--- src/design/lru_kv_pkg.sv ---
// Shared types and constants for the LRU key-value cache.
`default_nettype none

package lru_kv_pkg;

    // Store geometry
    localparam int ENTRIES    = 16;
    localparam int KEY_BITS   = 16;
    localparam int VALUE_BITS = 16;

    // Fixed field widths of the channels
    localparam int KEY_W   = 16;
    localparam int VALUE_W = 16;
    localparam int CAP_W   = 5;

    // Derived widths
    localparam int RANK_W = (ENTRIES > 1) ? $clog2(ENTRIES) : 1;
    localparam int CNT_W  = $clog2(ENTRIES + 1);
    localparam int CMP_W  = (CNT_W > CAP_W) ? CNT_W : CAP_W;

    localparam logic [CAP_W-1:0] CAPACITY_RESET = CAP_W'(16);

    typedef enum logic [0:0] {
        FUNC_GET = 1'b0,
        FUNC_PUT = 1'b1
    } func_t;

    typedef struct packed {
        func_t              func;
        logic [KEY_W-1:0]   key;
        logic [VALUE_W-1:0] value;
    } lru_kv_in_t;

    typedef struct packed {
        logic               hit;
        logic [VALUE_W-1:0] read_value;
        logic               evicted;
    } lru_kv_out_t;

endpackage

`default_nettype wire

--- src/design/lru_kv_store.sv ---
// Entry store of the LRU cache: key match, recency ranks and replacement.
`default_nettype none

module lru_kv_store (
    input  wire logic                           clk,
    input  wire logic                           rst_n,
    input  wire logic [lru_kv_pkg::CAP_W-1:0]   capacity,
    input  wire logic                           fire,
    input  wire lru_kv_pkg::lru_kv_in_t         req,
    output lru_kv_pkg::lru_kv_out_t             rsp
);

    localparam int N = lru_kv_pkg::ENTRIES;

    logic [lru_kv_pkg::KEY_BITS-1:0]   key_reg   [N];
    logic [lru_kv_pkg::VALUE_BITS-1:0] value_reg [N];
    logic [lru_kv_pkg::RANK_W-1:0]     rank_reg  [N];
    logic [lru_kv_pkg::RANK_W-1:0]     rank_next [N];
    logic [N-1:0]                      valid_reg;
    logic [N-1:0]                      valid_next;
    logic [lru_kv_pkg::CNT_W-1:0]      count_reg;
    logic [lru_kv_pkg::CNT_W-1:0]      count_next;

    logic [lru_kv_pkg::KEY_BITS-1:0]   key_in;
    logic [lru_kv_pkg::VALUE_BITS-1:0] value_in;
    logic [N-1:0]                      match;
    logic [N-1:0]                      victim_oh;
    logic [N-1:0]                      free_vec;
    logic [N-1:0]                      free_oh;
    logic [N-1:0]                      slot_oh;
    logic                              found;
    logic                              is_put;
    logic                              room;
    logic                              do_insert;
    logic                              do_hit;
    logic [lru_kv_pkg::RANK_W-1:0]     hit_rank;
    logic [lru_kv_pkg::RANK_W-1:0]     lru_rank;
    logic [lru_kv_pkg::VALUE_BITS-1:0] hit_value;
    logic [lru_kv_pkg::CMP_W-1:0]      cap_eff;
    logic [lru_kv_pkg::CMP_W-1:0]      count_wide;

    assign key_in   = req.key[lru_kv_pkg::KEY_BITS-1:0];
    assign value_in = req.value[lru_kv_pkg::VALUE_BITS-1:0];
    assign is_put   = (req.func == lru_kv_pkg::FUNC_PUT);

    // Saturate capacity at the number of entries
    assign cap_eff = (lru_kv_pkg::CMP_W'(capacity) > lru_kv_pkg::CMP_W'(N))
                   ? lru_kv_pkg::CMP_W'(N) : lru_kv_pkg::CMP_W'(capacity);
    assign count_wide = lru_kv_pkg::CMP_W'(count_reg);
    assign room       = count_wide < cap_eff;
    assign lru_rank   = lru_kv_pkg::RANK_W'(count_reg - 1'b1);

    // Lowest free slot
    assign free_vec = ~valid_reg;
    assign free_oh  = free_vec & (~free_vec + 1'b1);

    always_comb
    begin
        hit_rank  = '0;
        hit_value = '0;
        for (int i = 0; i < N; i++)
        begin
            match[i]     = valid_reg[i] && (key_reg[i] == key_in);
            victim_oh[i] = valid_reg[i] && (rank_reg[i] == lru_rank);
            if (match[i])
            begin
                hit_rank  = hit_rank | rank_reg[i];
                hit_value = hit_value | value_reg[i];
            end
        end
    end

    assign found     = |match;
    assign do_hit    = fire && found;
    assign do_insert = fire && !found && is_put && (room || (count_reg != '0));
    assign slot_oh   = room ? free_oh : victim_oh;

    always_comb
    begin
        valid_next = valid_reg;
        count_next = count_reg;
        for (int i = 0; i < N; i++)
        begin
            rank_next[i] = rank_reg[i];
            if (do_hit)
            begin
                if (match[i])
                    rank_next[i] = '0;
                else if (valid_reg[i] && (rank_reg[i] < hit_rank))
                    rank_next[i] = rank_reg[i] + 1'b1;
            end
            else if (do_insert)
            begin
                if (slot_oh[i])
                begin
                    rank_next[i]  = '0;
                    valid_next[i] = 1'b1;
                end
                else if (valid_reg[i])
                    rank_next[i] = rank_reg[i] + 1'b1;
            end
        end
        if (do_insert && room)
            count_next = count_reg + 1'b1;
    end

    always_ff @(posedge clk or negedge rst_n)
    begin
        if (!rst_n)
        begin
            valid_reg <= '0;
            count_reg <= '0;
            for (int i = 0; i < N; i++)
                rank_reg[i] <= '0;
        end
        else
        begin
            valid_reg <= valid_next;
            count_reg <= count_next;
            for (int i = 0; i < N; i++)
                rank_reg[i] <= rank_next[i];
        end
    end

    // Key and value payload: written on insert, value also on a put hit
    always_ff @(posedge clk)
    begin
        for (int i = 0; i < N; i++)
        begin
            if (do_insert && slot_oh[i])
            begin
                key_reg[i]   <= key_in;
                value_reg[i] <= value_in;
            end
            else if (do_hit && is_put && match[i])
                value_reg[i] <= value_in;
        end
    end

    always_comb
    begin
        rsp.hit        = found;
        rsp.read_value = (found && !is_put) ? lru_kv_pkg::VALUE_W'(hit_value) : '0;
        rsp.evicted    = !found && is_put && !room;
    end

    a_count_matches_valid: assert property (@(posedge clk) disable iff (!rst_n)
        lru_kv_pkg::CNT_W'($countones(valid_reg)) == count_reg)
        else $error("entry count differs from number of valid entries");

    a_key_unique: assert property (@(posedge clk) disable iff (!rst_n)
        $onehot0(match))
        else $error("key matches more than one entry");

    a_victim_found: assert property (@(posedge clk) disable iff (!rst_n)
        (do_insert && !room) |-> $onehot(victim_oh))
        else $error("no unique least recent entry at eviction");

    a_free_slot: assert property (@(posedge clk) disable iff (!rst_n)
        (do_insert && room) |-> (free_vec != '0))
        else $error("insert with room but no free entry");

endmodule

`default_nettype wire

--- src/design/lru_key_value_cache_top.sv ---
// Top level of the fully associative LRU key-value cache.
//
// Usage:
//   Input channel (in_valid / in_stall / in_item) carries get or put requests.
//   A transfer happens on a rising edge with in_valid high and in_stall low.
//   Output channel (out_valid / out_stall / out_item) returns exactly one
//   result per request, in request order: hit, read_value, evicted.
//   Config channel (cfg_valid / cfg_ready / cfg_data) writes the capacity;
//   cfg_ready is always high. Write it only while the cache is idle.
// Path: a request transferred on the input channel waits in the input
//   register, is processed from it into the result register, and out_valid
//   rises once the result register is loaded; a stall can hold it in between.
// Throughput: one request per cycle while out_stall is low; the key compare
//   across all entries and the rank update are done in one pass between the
//   input register and the result register, which bounds the rate.
// Reset (rst_n low, async): all entries invalid, ranks and count cleared,
//   capacity back to 16, both pipeline registers empty.
// Stall: while out_stall holds a full result register, the input register
//   holds its request and in_stall rises once it is occupied; nothing drops.
`default_nettype none

module lru_key_value_cache_top (
    input  wire logic                          clk,
    input  wire logic                          rst_n,
    input  wire logic                          in_valid,
    output logic                               in_stall,
    input  wire lru_kv_pkg::lru_kv_in_t        in_item,
    output logic                               out_valid,
    input  wire logic                          out_stall,
    output lru_kv_pkg::lru_kv_out_t            out_item,
    input  wire logic                          cfg_valid,
    output logic                               cfg_ready,
    input  wire logic [lru_kv_pkg::CAP_W-1:0]  cfg_data
);

    logic                              in_valid_reg;
    logic                              in_valid_next;
    lru_kv_pkg::lru_kv_in_t            in_item_reg;
    logic                              out_valid_reg;
    logic                              out_valid_next;
    lru_kv_pkg::lru_kv_out_t           out_item_reg;
    lru_kv_pkg::lru_kv_out_t           rsp;
    logic [lru_kv_pkg::CAP_W-1:0]      capacity_reg;
    logic                              accept;
    logic                              process;

    // Process the held request when the result register is free or draining
    assign process  = in_valid_reg && (!out_valid_reg || !out_stall);
    assign in_stall = in_valid_reg && !process;
    assign accept   = in_valid && !in_stall;

    assign cfg_ready = 1'b1;

    always_comb
    begin
        in_valid_next = in_valid_reg;
        if (accept)
            in_valid_next = 1'b1;
        else if (process)
            in_valid_next = 1'b0;

        out_valid_next = out_valid_reg;
        if (process)
            out_valid_next = 1'b1;
        else if (!out_stall)
            out_valid_next = 1'b0;
    end

    always_ff @(posedge clk or negedge rst_n)
    begin
        if (!rst_n)
        begin
            in_valid_reg  <= 1'b0;
            out_valid_reg <= 1'b0;
            capacity_reg  <= lru_kv_pkg::CAPACITY_RESET;
        end
        else
        begin
            in_valid_reg  <= in_valid_next;
            out_valid_reg <= out_valid_next;
            if (cfg_valid && cfg_ready)
                capacity_reg <= cfg_data;
        end
    end

    // Payload registers: load the request on transfer, the result on process
    always_ff @(posedge clk)
    begin
        if (accept)
            in_item_reg <= in_item;
        if (process)
            out_item_reg <= rsp;
    end

    lru_kv_store u_store (
        .clk      (clk),
        .rst_n    (rst_n),
        .capacity (capacity_reg),
        .fire     (process),
        .req      (in_item_reg),
        .rsp      (rsp)
    );

    assign out_valid = out_valid_reg;
    assign out_item  = out_item_reg;

    a_hit_not_evicted: assert property (@(posedge clk) disable iff (!rst_n)
        out_valid |-> !(out_item.hit && out_item.evicted))
        else $error("result flags both hit and eviction");

    a_read_value_on_hit: assert property (@(posedge clk) disable iff (!rst_n)
        (out_valid && (out_item.read_value != '0)) |-> out_item.hit)
        else $error("nonzero read value without a hit");

    a_result_follows_process: assert property (@(posedge clk) disable iff (!rst_n)
        process |=> out_valid)
        else $error("processed request produced no result");

endmodule

`default_nettype wire
--- config.mk ---
export PLATFORM = sky130hd
export DESIGN_NAME = lru_key_value_cache_top
export DESIGN_NICKNAME = d
export VERILOG_FILES = /design/src/design/lru_kv_pkg.sv /design/src/design/lru_kv_store.sv /design/src/design/lru_key_value_cache_top.sv
export SDC_FILE = /design/constraint.sdc
export NUM_CORES = 1
export LEC_CHECK = 0
export BUFFER_PORTS_ARGS = -buffer_cell sky130_fd_sc_hd__buf_2
export CAP_MARGIN = 20
export CORE_MARGIN = 8
export CORE_UTILIZATION = 64
export CTS_BUF_LIST = sky130_fd_sc_hd__clkbuf_4 sky130_fd_sc_hd__clkbuf_8 sky130_fd_sc_hd__clkbuf_16
export CTS_CLUSTER_SIZE = 24
export DETAILED_ROUTE_END_ITERATION = 6
export GPL_ROUTABILITY_DRIVEN = 0
export HOLD_SLACK_MARGIN = 0.05
export PLACE_DENSITY = 0.81
export SLEW_MARGIN = 10
export SYNTH_ARGS = -nofsm -noshare
export SYNTH_HDL_FRONTEND = slang
export SYNTH_HIERARCHICAL = 1
export SYNTH_SLANG_ARGS = --single-unit
--- constraint.sdc ---
create_clock -name clk -period 12.8 [get_ports clk]
set_input_delay 1.92 -clock clk [delete_from_list [all_inputs] [get_ports clk]]
set_output_delay 1.92 -clock clk [all_outputs]
set_load 0.005 [all_outputs]
# --- After elaboration in Yosys (flattened, before gate mapping) ---
# Memories as Yosys holds them, arrays and structs flattened.
# Cells that the tools add are included.
word_totals:
  reg_bits: 143
  latch_bits: 0
  ram_bits: 512
  mem_bits_ro: 0
  input_bits: 43
  out_inout_bits: 21
  elab_cells: 563
  mem_count: 2
classes:
  add_sub_neg: 19
  mul: 0
  div: 0
  n_lt_le_gt_ge: 18
  n_eq_ne: 49
  shift: 0
  muxes: 230
  n_bitwise: 50
  n_reduce_logical: 153
mem_list:
  columns: ["name", "words", "width", "rd", "rd_clocked_by_memory_dff", "write_ports", "line_no", "text"]
  rows:
  - ["u_store.key_reg", 16, 16, 16, 0, 16, "lru_kv_store.sv:15", "logic [lru_kv_pkg::KEY_BITS-1:0] key_reg [N];"]
  - ["u_store.value_reg", 16, 16, 16, 0, 16, "lru_kv_store.sv:16", "logic [lru_kv_pkg::VALUE_BITS-1:0] value_reg [N];"]
ops:
  columns: ["op", "count"]
  rows:
  - ["$mux 16", 33]
  - ["$mux 4", 112]
  - ["$eq 16x16->1", 16]
  - ["$or 16x16->16", 15]
  - ["$reduce_and 3->1", 32]
  - ["$logic_and 1x1->1", 92]
  - ["$mux 1", 84]
  - ["$add 4x1->4 const B", 16]
  - ["$eq 4x4->1", 16]
  - ["$lt 4x4->1", 16]
  - ["$or 4x4->4", 15]
  - ["$ne 3x2->1 const B", 16]
  - ["$reduce_bool 3->1", 16]
  - ["$not 16->16", 2]
  - ["$add 16x1->16 const B", 1]
  - ["$and 16x16->16", 1]
  - ["$or 1x1->1", 16]
  - ["$reduce_or 16->1", 1]
  - ["$logic_not 1->1", 7]
  - ["$add 5x1->5 const B", 1]
  - ["$gt 5x5->1 const B", 1]
  - ["$lt 5x5->1", 1]
  - ["$mux 5", 1]
  - ["$reduce_bool 5->1", 1]
  - ["other kinds (5)", 7]

# --- Logic depth before layout (Yosys ltp) ---
# Gate-level depths: netlist of the first run.
# An unclocked memory read counts as a cell.
logic_depth:
  word_depth: 39
  depth_mapped: 18

# --- Cells and area by module ---
# The synthesis of the first run kept the hierarchy.
by_module_without_submodules:
  columns: ["mod", "n_inst", "cells_each", "area_per_inst_um2", "seq_area_each_um2"]
  rows:
  - ["lru_kv_store", 1, 2037, 28378.5, 17501.8]
  - ["lru_key_value_cache_top", 1, 71, 1811.7, 1707.9]

# --- Worst setup path before layout of the first run ---
# OpenSTA, ideal clock, no wires.
synth_path:
  kind: "input port to flip-flop"
  from: "in out_stall"
  to: "mem u_store/value_reg[0][0] (netlist bit), enable pin"
  setup_ps: 411
  arrival_ps: 6260
  slack_ps: 6129
  path_stages: 6
  path_buffers: 1
  cell_sequence: "a21boi_0 clkinv_1 a41oi_4 buf_6 nand2_1 o21ai_0"
synth_rtl:
  columns: ["item", "line_no", "text"]
  rows:
  - ["start: declaration", "lru_key_value_cache_top.sv:29", "input wire logic out_stall,"]
  - ["end: declaration", "lru_kv_store.sv:16", null]

==> results of run 1 <==
[logic make-up after synthesis]
family,count (synthesis),synth area share
adder cells (fa/ha/maj),71,0.0294
AND/OR/NAND/NOR,496,0.0928
AO/OA/AOI/OAI,356,0.0984
multiplexers,57,0.0209
flip-flops,655,0.636
buffers and inverters,137,0.0245
other,1,0.000124
XOR/XNOR,335,0.0974
[stage by stage]
stage | utilization | power [mW] | hold slack, ns
global placement | 0.669 | 3.76 | 0.462
finish | 0.716 | 5.80 | 0.519
detailed placement | 0.669 | 3.85 | 0.490
floorplan | - | 3.50 | 0.442
CTS | 0.716 | 5.78 | 0.519
global route | 0.716 | 6.00 | 0.531
[per-layer routing]
metal  up-vias  part of all wire
met1      9928              0.37
met3       357              0.11
met2      1523              0.45
met4         2             0.062
li1       8387                 -
met5         -           0.00016
[critical path, delay by kind of cell (launching register included)]
family          cells  cell delay, ns
xor+xnor            1            0.16
compound gates      2            1.96
buf+inv             1            0.43
flops               1            0.34
simple gates        5            2.25
[cell usage in the layout, fill, tap and decap left out, types with 11 or more instances in the layout]
cell type and count:
nand4_1 72, a221oi_1 70, o21ai_0 17, edfxtp_1 563
o211ai_1 15, or3_1 24, a211oi_1 18, clkinv_1 14
mux2_2 49, buf_2 61, nand2b_1 20, xor2_1 95
ha_1 71, nor2b_1 15, nand3_1 74, and3_1 17
nor4_1 13, nor2_1 80, o2bb2ai_1 17, clkbuf_4 11
o22ai_1 20, inv_1 49, dfrtp_1 91, a22o_1 87
or3b_1 12, a22oi_1 19, nor3_1 42, a41oi_1 20
o41a_1 15, nand2_1 66, clkbuf_16 70, xnor2_1 238
buf_4 43, o211a_1 16
[final cells by class]
type	instances	area, um2	area share
Tap cell	607	759	0.0228
Multi-Input combinational cell	1316	10300	0.310
Sequential cell	655	19200	0.576
Inverter	50	188	0.00563
Clock inverter	30	259	0.00777
Timing Repair Buffer	104	628	0.0188
Clock buffer	89	1940	0.0583
[cell usage after synthesis (all sizes together) (19+ instances only)]
library cell | count | area, um2
a41oi | 21 | 203
nand3 | 74 | 370
a22oi | 19 | 143
o21ai | 28 | 140
or3 | 24 | 150
nand2b | 20 | 125
xnor2 | 239 | 2100
edfxtp | 563 | 16900
nand2 | 66 | 248
nor2 | 89 | 354
nand4 | 72 | 450
o22ai | 20 | 125
mux2 | 49 | 552
clkbuf | 36 | 135
nor3 | 43 | 215
a221oi | 70 | 613
dfrtp | 91 | 2280
xor2 | 96 | 841
nor4 | 20 | 178
inv | 49 | 184
buf | 51 | 418
a22o | 87 | 762
ha | 71 | 888
[path summary, 6_finish.rpt]
check | start | endpoint
min in group asynchronous | rst_n | u_store/rank_reg[29]
hold / removal | in_valid_reg | out_valid
max in group asynchronous | rst_n | u_store/rank_reg[8]
hold reg to reg | in_valid_reg | out_valid
setup reg to reg | in_item_reg[25] | u_store/value_reg[1][36]
setup / recovery | in_item_reg[25] | u_store/value_reg[1][36]
[power breakdown]
part	internal [mW]	switching, mW
logic	0.484	0.608
clock network	1.13	0.819
registers	2.48	0.282
==> out/qor.txt, run 1 <==
Global Route Usage Sum -> 0.303
Post-CTS setup repair buffer count -> 0
Final standard cell area without fillers -> 33300 um2
CTS max path bufs -> 3
Total standard cell area after synthesis -> 30200 um2
Run status -> complete, but fails checks
Mean cell area of the mapped netlist -> 14.3 um2
Initial core utilization -> 0.648
DIE AREA -> 54400 um2
Global route hottest layer -> met2
Fraction of synthesis flops using an asynchronous set or reset pin -> 0.140
Setup slack on the worst flop-to-flop path -> 7.20 ns
H-tree depth -> 3
Series of cell instances along the critical path -> buf_4 -> xor2_1 -> or4b_4 -> nor4b_4 -> and3_2 -> nor4_2 -> a41oi_4 -> nand2_1 -> o21ai_2
Post-layout worst setup margin -> 7.20 ns
Worst relative slew slack -> 0.214
Number of max-slew violations in the final report -> 0
Number of enable flip-flop cells after synthesis -> 563
Path type of the worst min-delay path -> flop to flop
Placement-stage worst setup slack -> 7.41 ns
Final worst clock skew -> 0.0333 ns
Req. time, crit path -> 13.03 ns
Reg2reg path depth -> 9
P per Cell Area -> 174 nW/um2
Nets in the synthesized netlist -> 2222
Net total in the final layout -> 2308
Worst IR Drop VDD -> 0.000179 V
Slowest-stage cell, CP -> o21ai_2
Fill count -> 2826
Remaining antenna violation count -> 0
Largest net degree at the start of global routing -> 65
Die boundary height -> 233 um
Via count of the first global-routing pass -> 20097
Total CTS buffers -> 67
Ports -> 64
Width of the die -> 233 um
Number of instances resized during post-cts repair -> 0
Number of standard-cell rows in the floorplan -> 79
Antenna Diode Count -> 0
Kind of start point of the critical path -> flop
Post-synthesis to final-layout area growth -> 10.4%
Final routed DRC violation total -> 11
Number of storage elements in the synthesis netlist -> 655
Fraction of the cycle the final worst path needs -> 0.437
Largest fanout on the critical path -> 32
Number of violations of the max-capacitance limit -> 0
Area after detailed placement -> 31100 um2
Final hold vios -> 0
Filler-free cell count of the finished design -> 2851
Cells on Worst Hold Path -> 1
Cells after Synth -> 2108
Wire length reported by the detailed router -> 82.4 mm
Wirelength per Cell -> 28.9 um
Number of vias in the routed layout -> 20197
Detailed Place HPWL -> 51.2 mm
Summed negative setup slack over all endpoints -> 0 ns
Layout cell share with drive strength beyond 1 -> 0.138
Fraction of met1 tracks used by global routing -> 0.393
First-iteration detailed-routing DRC count -> 3172
Count of TritonRoute iterations in the first routing pass -> 7
Distinct cells, synth -> 74
Register clock-pin slew on the reported worst setup and hold paths -> 0.07 ns
CTS Hold Buffers Added -> 0
Wire length of the first global-routing pass -> 123 mm
TritonCTS clock tree -> done
Worst Setup End Kind -> flop
Final Setup Violations -> 0
Top FF cell, synth -> edfxtp_1
Clock latency of the later-clocked register in the worst-skew pair -> 0.63 ns
Warnings, synthesis -> 6
Kind of critical path -> flop to flop
Count of port buffers added during placement -> 62
Std-Cell Core Area -> 46600 um2
RSZ-0062 raised after global routing -> false
Global-route congestion overflow total -> 0
Critical path arrival -> 5.83 ns
Global-route track usage on met2 -> 0.466
Met3 Usage GRT -> 0.0752
Transition time at the pin with the least slew margin -> 1.18 ns
Number of vias per cell -> 7.08
Violated checks -> design-rule violations
CTS Sinks -> 655
Leakage -> 11.3 nW
CTS Root Cell -> clkbuf_16
Max frequency -> 179 MHz
Final critical path time including I/O delays and setup -> 5.60 ns
Initial antenna violation count -> 2
Critical Path Max Stage Delay -> 1.06 ns
Number of placed instances with taps included -> 2732
Sequential area share after synthesis -> 0.636
Note: power is estimated with default switching activity, not from simulation.
==> run 2, diff against run 1 <==
Settings changed: CORE_UTILIZATION 64 to 63, PLACE_DENSITY 0.81 to 0.8.
Clock period 12.8 ns to 5.8 ns, I/O delays scaled along.
==> out/qor.txt, run 2 (synthesized netlist as in run 1, its figures left out) <==
Final hold vios -> 0 (unchanged)
Net total in the final layout -> 2348 (+1.7%)
RSZ-0062 raised after global routing -> false
Number of vias per cell -> 7.08 (about the same)
H-tree depth -> 3 (unchanged)
Total CTS buffers -> 66 (-1.5%)
Final Setup Violations -> 0 (unchanged)
Kind of critical path -> flop to flop
CTS max path bufs -> 3 (unchanged)
Number of max-slew violations in the final report -> 0 (unchanged)
Post-synthesis to final-layout area growth -> 11.2%
Path type of the worst min-delay path -> primary input to async pin
Number of violations of the max-capacitance limit -> 0 (unchanged)
Fin Hold WS -> 0.276 ns (-0.243 ns)
Req. time, crit path -> 6.30 ns (-6.73 ns)
Run status -> complete, but fails checks
Count of TritonRoute iterations in the first routing pass -> 7 (unchanged)
Worst relative slew slack -> 0.195 (-0.0186)
Worst IR Drop VDD -> 0.000316 V (+77%)
Global Route Usage Sum -> 0.296 (-0.00694)
Die boundary height -> 235 um (+0.74%)
Initial core utilization -> 0.635 (-0.0135)
Violated checks -> design-rule violations
Ports -> 64 (unchanged)
Final worst clock skew -> 0.0307 ns (-0.00261 ns)
Number of standard-cell rows in the floorplan -> 80 (+1.3%)
Number of vias in the routed layout -> 20551 (+1.8%)
Summed negative setup slack over all endpoints -> 0 ns (unchanged)
TritonCTS clock tree -> done
Global-route congestion overflow total -> 0 (unchanged)
Leakage -> 11.5 nW (+1.3%)
Largest net degree at the start of global routing -> 49 (-25%)
Wirelength per Cell -> 28.9 um (-0.12%)
Final routed DRC violation total -> 2 (-9)
Kind of start point of the critical path -> flop
P per Cell Area -> 375 nW/um2 (+120%)
Transition time at the pin with the least slew margin -> 1.20 ns (+0.0272 ns)
Std-Cell Core Area -> 47500 um2 (+2.1%)
Worst Setup End Kind -> flop
CTS Sinks -> 655 (unchanged)
Total power consumption of the routed design -> 12.6 mW (+120%)
Fraction of the cycle the final worst path needs -> 0.868 (+0.431)
Count of port buffers added during placement -> 62 (unchanged)
Via count of the first global-routing pass -> 20484 (+1.9%)
Width of the die -> 235 um (+0.74%)
Number of instances resized during post-cts repair -> 0 (unchanged)
Critical path arrival -> 5.53 ns (-0.30 ns)
Wire length reported by the detailed router -> 83.8 mm (+1.6%)
Clock latency of the later-clocked register in the worst-skew pair -> 0.61 ns (-0.02 ns)
Wire length of the first global-routing pass -> 125 mm (+1.5%)
End-of-flow core utilization -> 0.706 (-0.0101)
Remaining antenna violation count -> 0 (unchanged)
Commonest non-fill, non-tap cells in the layout -> edfxtp_1 (563), xnor2_1 (238), xor2_1 (95)
Detailed Place HPWL -> 53.4 mm (+4.3%)
Final critical path time including I/O delays and setup -> 5.03 ns (-0.561 ns)
Layout cell share with drive strength beyond 1 -> 0.152 (+0.0142)
Most common library cell in the layout ignoring fill and taps -> edfxtp_1
Largest fanout on the critical path -> 21 (-34%)
Register clock-pin slew on the reported worst setup and hold paths -> 0.06 ns (about the same)
CTS Root Cell -> clkbuf_16
First-iteration detailed-routing DRC count -> 3010 (-5.1%)
CTS Hold Buffers Added -> 0 (unchanged)
Initial antenna violation count -> 0 (-2)
Max frequency -> 199 MHz (+11%)
Setup slack on the worst flop-to-flop path -> 0.77 ns (-6.44 ns)
Post-CTS setup repair buffer count -> 0 (unchanged)
DIE AREA -> 55200 um2 (+1.5%)
run 2: through the flow:
stage                     instances  setup slack (ns)  area [um2]
after floorplan                2108             0.179       30200
after global placement         2780              1.06       31500
after detailed placement       2781             0.914       31500
after CTS                      2900             0.918       33600
after global routing           2900             0.665       33600
final                          2901             0.766       33600
run 2: where the power goes:
part           switching (mW)  internal [mW]
clock network            1.76           2.27
registers               0.645           5.47
logic                    1.36           1.10
total                    3.77           8.84
run 2: cell type report:
type                            count  area (um2)
Tap cell                          615         769
Multi-Input combinational cell   1316       10300
Antenna cell                        1        2.50
Timing Repair Buffer              145        1010
Fill cell                        2931       14000
Sequential cell                   655       19200
Clock inverter                     36         240
Inverter                           50         188
Clock buffer                       83        1800
run 2: worst paths after layout:
kind / cells past startpoint / startpoint / end
max: 14 / in_item_reg[16] / u_store/rank_reg[0]
min: 1 / rst_n / u_store/rank_reg[41]
max reg2reg: 14 / in_item_reg[16] / u_store/rank_reg[0]
min reg2reg: 1 / capacity_reg[1] / capacity_reg[1]
max in group asynchronous: 2 / rst_n / u_store/rank_reg[57]
min in group clk: 1 / in_item[3] / in_item_reg[3]
run 2: metal layers:
| layer | wire, um | share of wire | GRT usage |
|---|---|---|---|
| met3 | 10900 | 0.13 | 0.0817 |
| met5 | 0 | 0 | 0 |
| met1 | 31400 | 0.37 | 0.396 |
| met2 | 37200 | 0.44 | 0.445 |
| met4 | 4270 | 0.051 | 0.146 |
run 2: worst max-delay path: stages, from the launching register on:
cell,delay [ns]
edfxtp_1,0.98
buf_4,0.34
xnor2_1,0.10
nand4_1,0.11
nor2_1,0.05
and3b_1,0.24
buf_4,0.28
a22oi_1,0.31
nand3_1,0.14
nor2_2,0.92
ha_1,0.40
o211a_1,0.12
a2111oi_2,0.47
nor2_1,0.16
mux2_2,0.30
